**config.mk**
```make
export PLATFORM = sky130hd
export DESIGN_NAME = lhq_front
export DESIGN_NICKNAME = d
export VERILOG_FILES = /design/src/rtl/lhq_pkg.sv /design/src/rtl/lhq_front.sv
export SDC_FILE = /design/constraint.sdc
export NUM_CORES = 1
export LEC_CHECK = 0
export BUFFER_PORTS_ARGS = -buffer_cell sky130_fd_sc_hd__buf_2
export CAP_MARGIN = 10
export CORE_MARGIN = 3
export CORE_UTILIZATION = 50
export CTS_CLUSTER_SIZE = 8
export DETAILED_ROUTE_END_ITERATION = 6
export GPL_TIMING_DRIVEN = 0
export PLACE_DENSITY = 0.83
export SKIP_CTS_REPAIR_TIMING = 1
export SLEW_MARGIN = 20
export SYNTH_ARGS = -nofsm -noshare
export SYNTH_HDL_FRONTEND = slang
export SYNTH_SLANG_ARGS = --single-unit
```
**constraint.sdc**
```tcl
create_clock -name clk -period 4.8 [get_ports clk]
set_clock_uncertainty 0.1 [all_clocks]
set_input_delay 0.96 -clock clk [delete_from_list [all_inputs] [get_ports clk]]
set_output_delay 0.96 -clock clk [all_outputs]
set_load 0.05 [all_outputs]
```
**src/rtl/lhq_pkg.sv**
```systemverilog
// Shared types and constants of the latency histogram.
`timescale 1ns / 1ps
package lhq_pkg;

    localparam int NUM_BOUNDS  = 7;
    localparam int IDX_WIDTH   = 3;
    localparam int COUNT_WIDTH = 32;
    localparam int VALUE_WIDTH = 32;
    localparam int SUM_WIDTH   = 64;
    localparam int Q_WIDTH     = 17;
    localparam int Q_FRAC      = 16;
    localparam int TGT_WIDTH   = COUNT_WIDTH + Q_FRAC;
    localparam int OUT_WIDTH   = 32;
    localparam int DIV_STEPS   = SUM_WIDTH;
    localparam int QUEUE_DEPTH = 2;
    localparam int LEVEL_WIDTH = 2;

    localparam logic [VALUE_WIDTH-1:0] BOUND_RESET [NUM_BOUNDS] = '{
        32'd1024, 32'd2048, 32'd5120, 32'd10240, 32'd51200, 32'd102400, 32'd512000
    };
    localparam logic [IDX_WIDTH-1:0] ACTIVE_RESET = 3'd7;
    localparam logic [IDX_WIDTH-1:0] REG_ACTIVE   = 3'd7;

    typedef enum logic [2:0] {
        OP_OBSERVE  = 3'd0,
        OP_CLEAR    = 3'd1,
        OP_SNAPSHOT = 3'd2,
        OP_MEAN     = 3'd3,
        OP_QUANTILE = 3'd4
    } op_t;

    typedef struct packed {
        op_t                    op;
        logic [VALUE_WIDTH-1:0] value;
        logic [Q_WIDTH-1:0]     frac;
    } req_t;

    typedef struct packed {
        logic                   valid;
        logic [LEVEL_WIDTH-1:0] level;
    } queue_stat_t;

endpackage

```
**src/rtl/lhq_front.sv**
```systemverilog
// Front end: accepts requests, drops unknown operations and queues the rest.
`timescale 1ns / 1ps
module lhq_front
    import lhq_pkg::*;
(
    input  logic        clk,
    input  logic        rst_n,
    input  logic        s_tvalid,
    output logic        s_tready,
    input  logic [55:0] s_tdata,   // sample_value, quantile_fraction, zero fill
    input  logic [2:0]  s_tuser,   // operation
    input  logic        pop,
    output req_t        req,
    output queue_stat_t stat
);

    req_t                   slot_reg [QUEUE_DEPTH];
    logic                   wr_ptr_reg, wr_ptr_next;
    logic                   rd_ptr_reg, rd_ptr_next;
    logic [LEVEL_WIDTH-1:0] level_reg, level_next;
    logic                   push;
    logic                   do_pop;
    logic                   known;
    req_t                   incoming;

    assign s_tready = (level_reg != LEVEL_WIDTH'(QUEUE_DEPTH));
    assign known    = (s_tuser <= OP_QUANTILE);
    assign push     = s_tvalid && s_tready && known;
    assign do_pop   = pop && (level_reg != '0);

    always_comb
    begin
        incoming.op    = op_t'(s_tuser);
        incoming.value = s_tdata[VALUE_WIDTH-1:0];
        incoming.frac  = s_tdata[VALUE_WIDTH+Q_WIDTH-1:VALUE_WIDTH];
        wr_ptr_next    = push ? ~wr_ptr_reg : wr_ptr_reg;
        rd_ptr_next    = do_pop ? ~rd_ptr_reg : rd_ptr_reg;
        level_next     = level_reg + LEVEL_WIDTH'(push) - LEVEL_WIDTH'(do_pop);
    end

    always_ff @(posedge clk or negedge rst_n)
    begin
        if (!rst_n)
        begin
            wr_ptr_reg <= 1'b0;
            rd_ptr_reg <= 1'b0;
            level_reg  <= '0;
        end
        else
        begin
            wr_ptr_reg <= wr_ptr_next;
            rd_ptr_reg <= rd_ptr_next;
            level_reg  <= level_next;
        end
    end

    always_ff @(posedge clk)
    begin
        if (push)
        begin
            slot_reg[wr_ptr_reg] <= incoming;
        end
    end

    assign req        = slot_reg[rd_ptr_reg];
    assign stat.valid = (level_reg != '0);
    assign stat.level = level_reg;

endmodule

```
==> metrics.md <==
| Metric | Value |
|---|---|
| Status | `completed` |
| Diodes inserted | `0` |
| Largest net degree at the start of global routing | `21` |
| GR Util All Layers | `0.141` |
| Vias in the first global route | `2,096` |
| GPL Wtd Cong | `0.670` |
| Final Non-Filler Cells | `414` |
| Syn_area_per_cell | `23.3 um^2` |
| Skew-Pair Late Insertion Delay | `0.35 ns` |
| GRT overflow | `0` |
| CP max FO | `10` |
| Via count | `2,028` |
| Worst VDD drop | `444 uV` |
| Worst-Margin Slew | `0.601 ns` |
| Post-route ant nets | `0` |
| Post-Place Cells | `398` |
| Die X | `97.8 um` |
| Post-route DRC | `0` |
| Clock Pin Slew Worst Setup and Hold Paths | `0.08 ns` |
| Worst endpoint data arrival time | `1.56 ns` |
| Setup crit start kind | `register` |
| FFs w/ async S/R, synth | `0.0370` |
| HPWL after DPL | `4590 um` |
| Layout cell share with drive strength beyond 1 | `0.606` |
| Power density cells | `649 nW/um^2` |
| Fin crit period | `2.62 ns` |
| Most used DFF post-synth | `edfxtp_1` |
| Buf/Inv on CP | `3` |
| Initial Util | `0.528` |
| First-pass GRT wire length | `10,400 um` |
| CP cell instances | `buf_6 -> buf_12 -> mux2_4 -> buf_2` |
| Longest Clk Path Bufs | `2` |
| Worst R2R Start | `level_reg[1]` |
| Worst Reg-to-Reg Cells | `4` |
| CP max stage delay | `0.34 ns` |
| Avg Vias per Cell | `4.90` |
| Finish-stage setup viols | `0` |
| Leak | `2.10 nW` |
| Rows | `32` |
| Final WL | `6400 um` |
| Max Cap Violations | `0` |
| YS warnings | `0` |
| Area growth syn-to-layout | `23.6%` |
| Worst Hold Class | `input port to asynchronous set/reset pin` |
| Reg2Reg Setup Slack | `2.76 ns` |
| 1st-pass router iterations | `4` |
| Final total power | `3.38 mW` |
| CTS tree | `yes` |
| Slew margin rel. | `0.598` |
| Most common cell after layout, fill and taps aside | `buf_2` |
| Mapped cell area | `4210 um^2` |
| Num CTS Buffers | `9` |
| Fin crit share | `0.546` |
| Crit path depth | `4` |
| Post-synth top area share | `0.742` |
| Seq/Total Area, Yosys | `0.766` |
| Port Buf Inserts | `111` |
| Required @ worst endpoint | `3.74 ns` |
| Slew Viols, Final | `0` |
| Final Net Count | `372` |
| Most frequent cells in the layout | `buf_2 (111), edfxtp_1 (104), mux2_4 (49), clkbuf_8 (9), buf_12 (5)` |
| Main area contributors after synthesis | `edfxtp_1 (74%), mux2_4 (17%), buf_12 (2.4%)` |
| Critical Path Source | `rd_ptr_reg` |
| Initial antenna violation count | `0` |
| Slowest-stage cell, CP | `dfrtp_1` |
| EDFF count, synth | `104` |
| Fill count | `581` |
| Max reg flops | `104` |
| Reg-to-reg endpoint | `slot_reg[1][23]` |
| DR WL/cell | `15.4 um` |
| Top Family by Delay on Critical Path | `buffers and inverters` |
| CTS H-tree lvls | `3` |
| Critical path type | `register to primary output` |
| Final Hold Vio Count | `0` |
| Largest area contributor in the netlist | `edfxtp_1` |
| Core area | `7970 um^2` |
| Netlist cell types | `16` |
| I/O pin total | `119` |
| Die height | `97.8 um` |
| Root buf cell | `clkbuf_8` |
| Crit. End Element | `primary output` |
| Die area | `9560 um^2` |
| Yosys reg bits | `108` |
| Syn nets | `246` |
| DR iter-0 viols | `46` |
| Sink Count | `108` |
| Unrepaired setup endpoints after global routing | `no` |
| Cells after synthesis | `181` |
| Fmax | `382 MHz` |
==> per-layer routing <==
| layer | vias up | share of wire | track usage |
|---|---|---|---|
| li1 | 961 | - | - |
| met1 | 979 | 0.40 | 0.169 |
| met2 | 77 | 0.51 | 0.239 |
| met3 | 11 | 0.063 | 0.0343 |
| met4 | 0 | 0.022 | 0.0703 |
| met5 | - | 0 | 0 |
==> report_power, final <==
group	switching, mW	total [mW]	internal [mW]	leakage, nW
Combinational	1.03	1.61	0.584	1.00
Clock	0.274	0.513	0.239	0.0947
Sequential	0.0438	1.25	1.21	1.00
Total	1.35	3.38	2.03	2.10
==> synth_stat cells, types with 2 or more instances <==
master,number
xnor2_1,3
mux2_4,49
edfxtp_1,104
inv_1,2
buf_12,5
dfrtp_1,4
ha_1,2
mux2_2,3
nor2_1,2
==> cells by family (layout without fill, tap and decap cells) <==
kind of cell             Yosys count  after routing  share of synthesized area
buffers and inverters              8            139                     0.0282
flip-flops                       108            108                      0.766
multiplexers                      52             52                      0.183
AO/OA/AOI/OAI                      1              1                    0.00119
XOR/XNOR                           4              4                    0.00832
adder cells (fa/ha/maj)            2              2                    0.00594
AND/OR/NAND/NOR                    6              6                    0.00803
==> layout make-up <==
type | count | area (um^2) | area share
repair buffers | 115 | 666 | 0.128
multi-input cells | 65 | 883 | 0.170
well taps | 102 | 128 | 0.0245
flip-flops and latches | 108 | 3220 | 0.620
inverters | 2 | 7.51 | 0.00144
clock inverters | 5 | 52.6 | 0.0101
plain buffers | 6 | 111 | 0.0214
clock buffers | 11 | 131 | 0.0253
==> metrics by stage <==
| step | utilization | setup slack [ns] | hold WS, ns | TNS (ns) | instance area [um^2] |
|---|---|---|---|---|---|
| floorplan | - | 0.615 | 0.368 | 0 | 4210 |
| global placement | 0.614 | -0.584 | 0.383 | -59.92 | 4890 |
| detailed placement | 0.630 | 1.91 | 0.428 | 0 | 5020 |
| CTS | 0.653 | 2.15 | 0.284 | 0 | 5200 |
| global route | 0.653 | 2.10 | 0.283 | 0 | 5200 |
| finish | 0.653 | 2.18 | 0.303 | 0 | 5200 |
==> how the worst max path moves through the flow <==
stage | endpoint | slack (ns)
global placement | slot_reg[1][34] | -0.58
global route | req[17] | 2.10
CTS | req[23] | 2.15
detailed placement | slot_reg[1][24] | 1.91
floorplan | slot_reg[0][0] | 0.62
finish | req[32] | 2.18
Power figures use the tool's default switching activity.
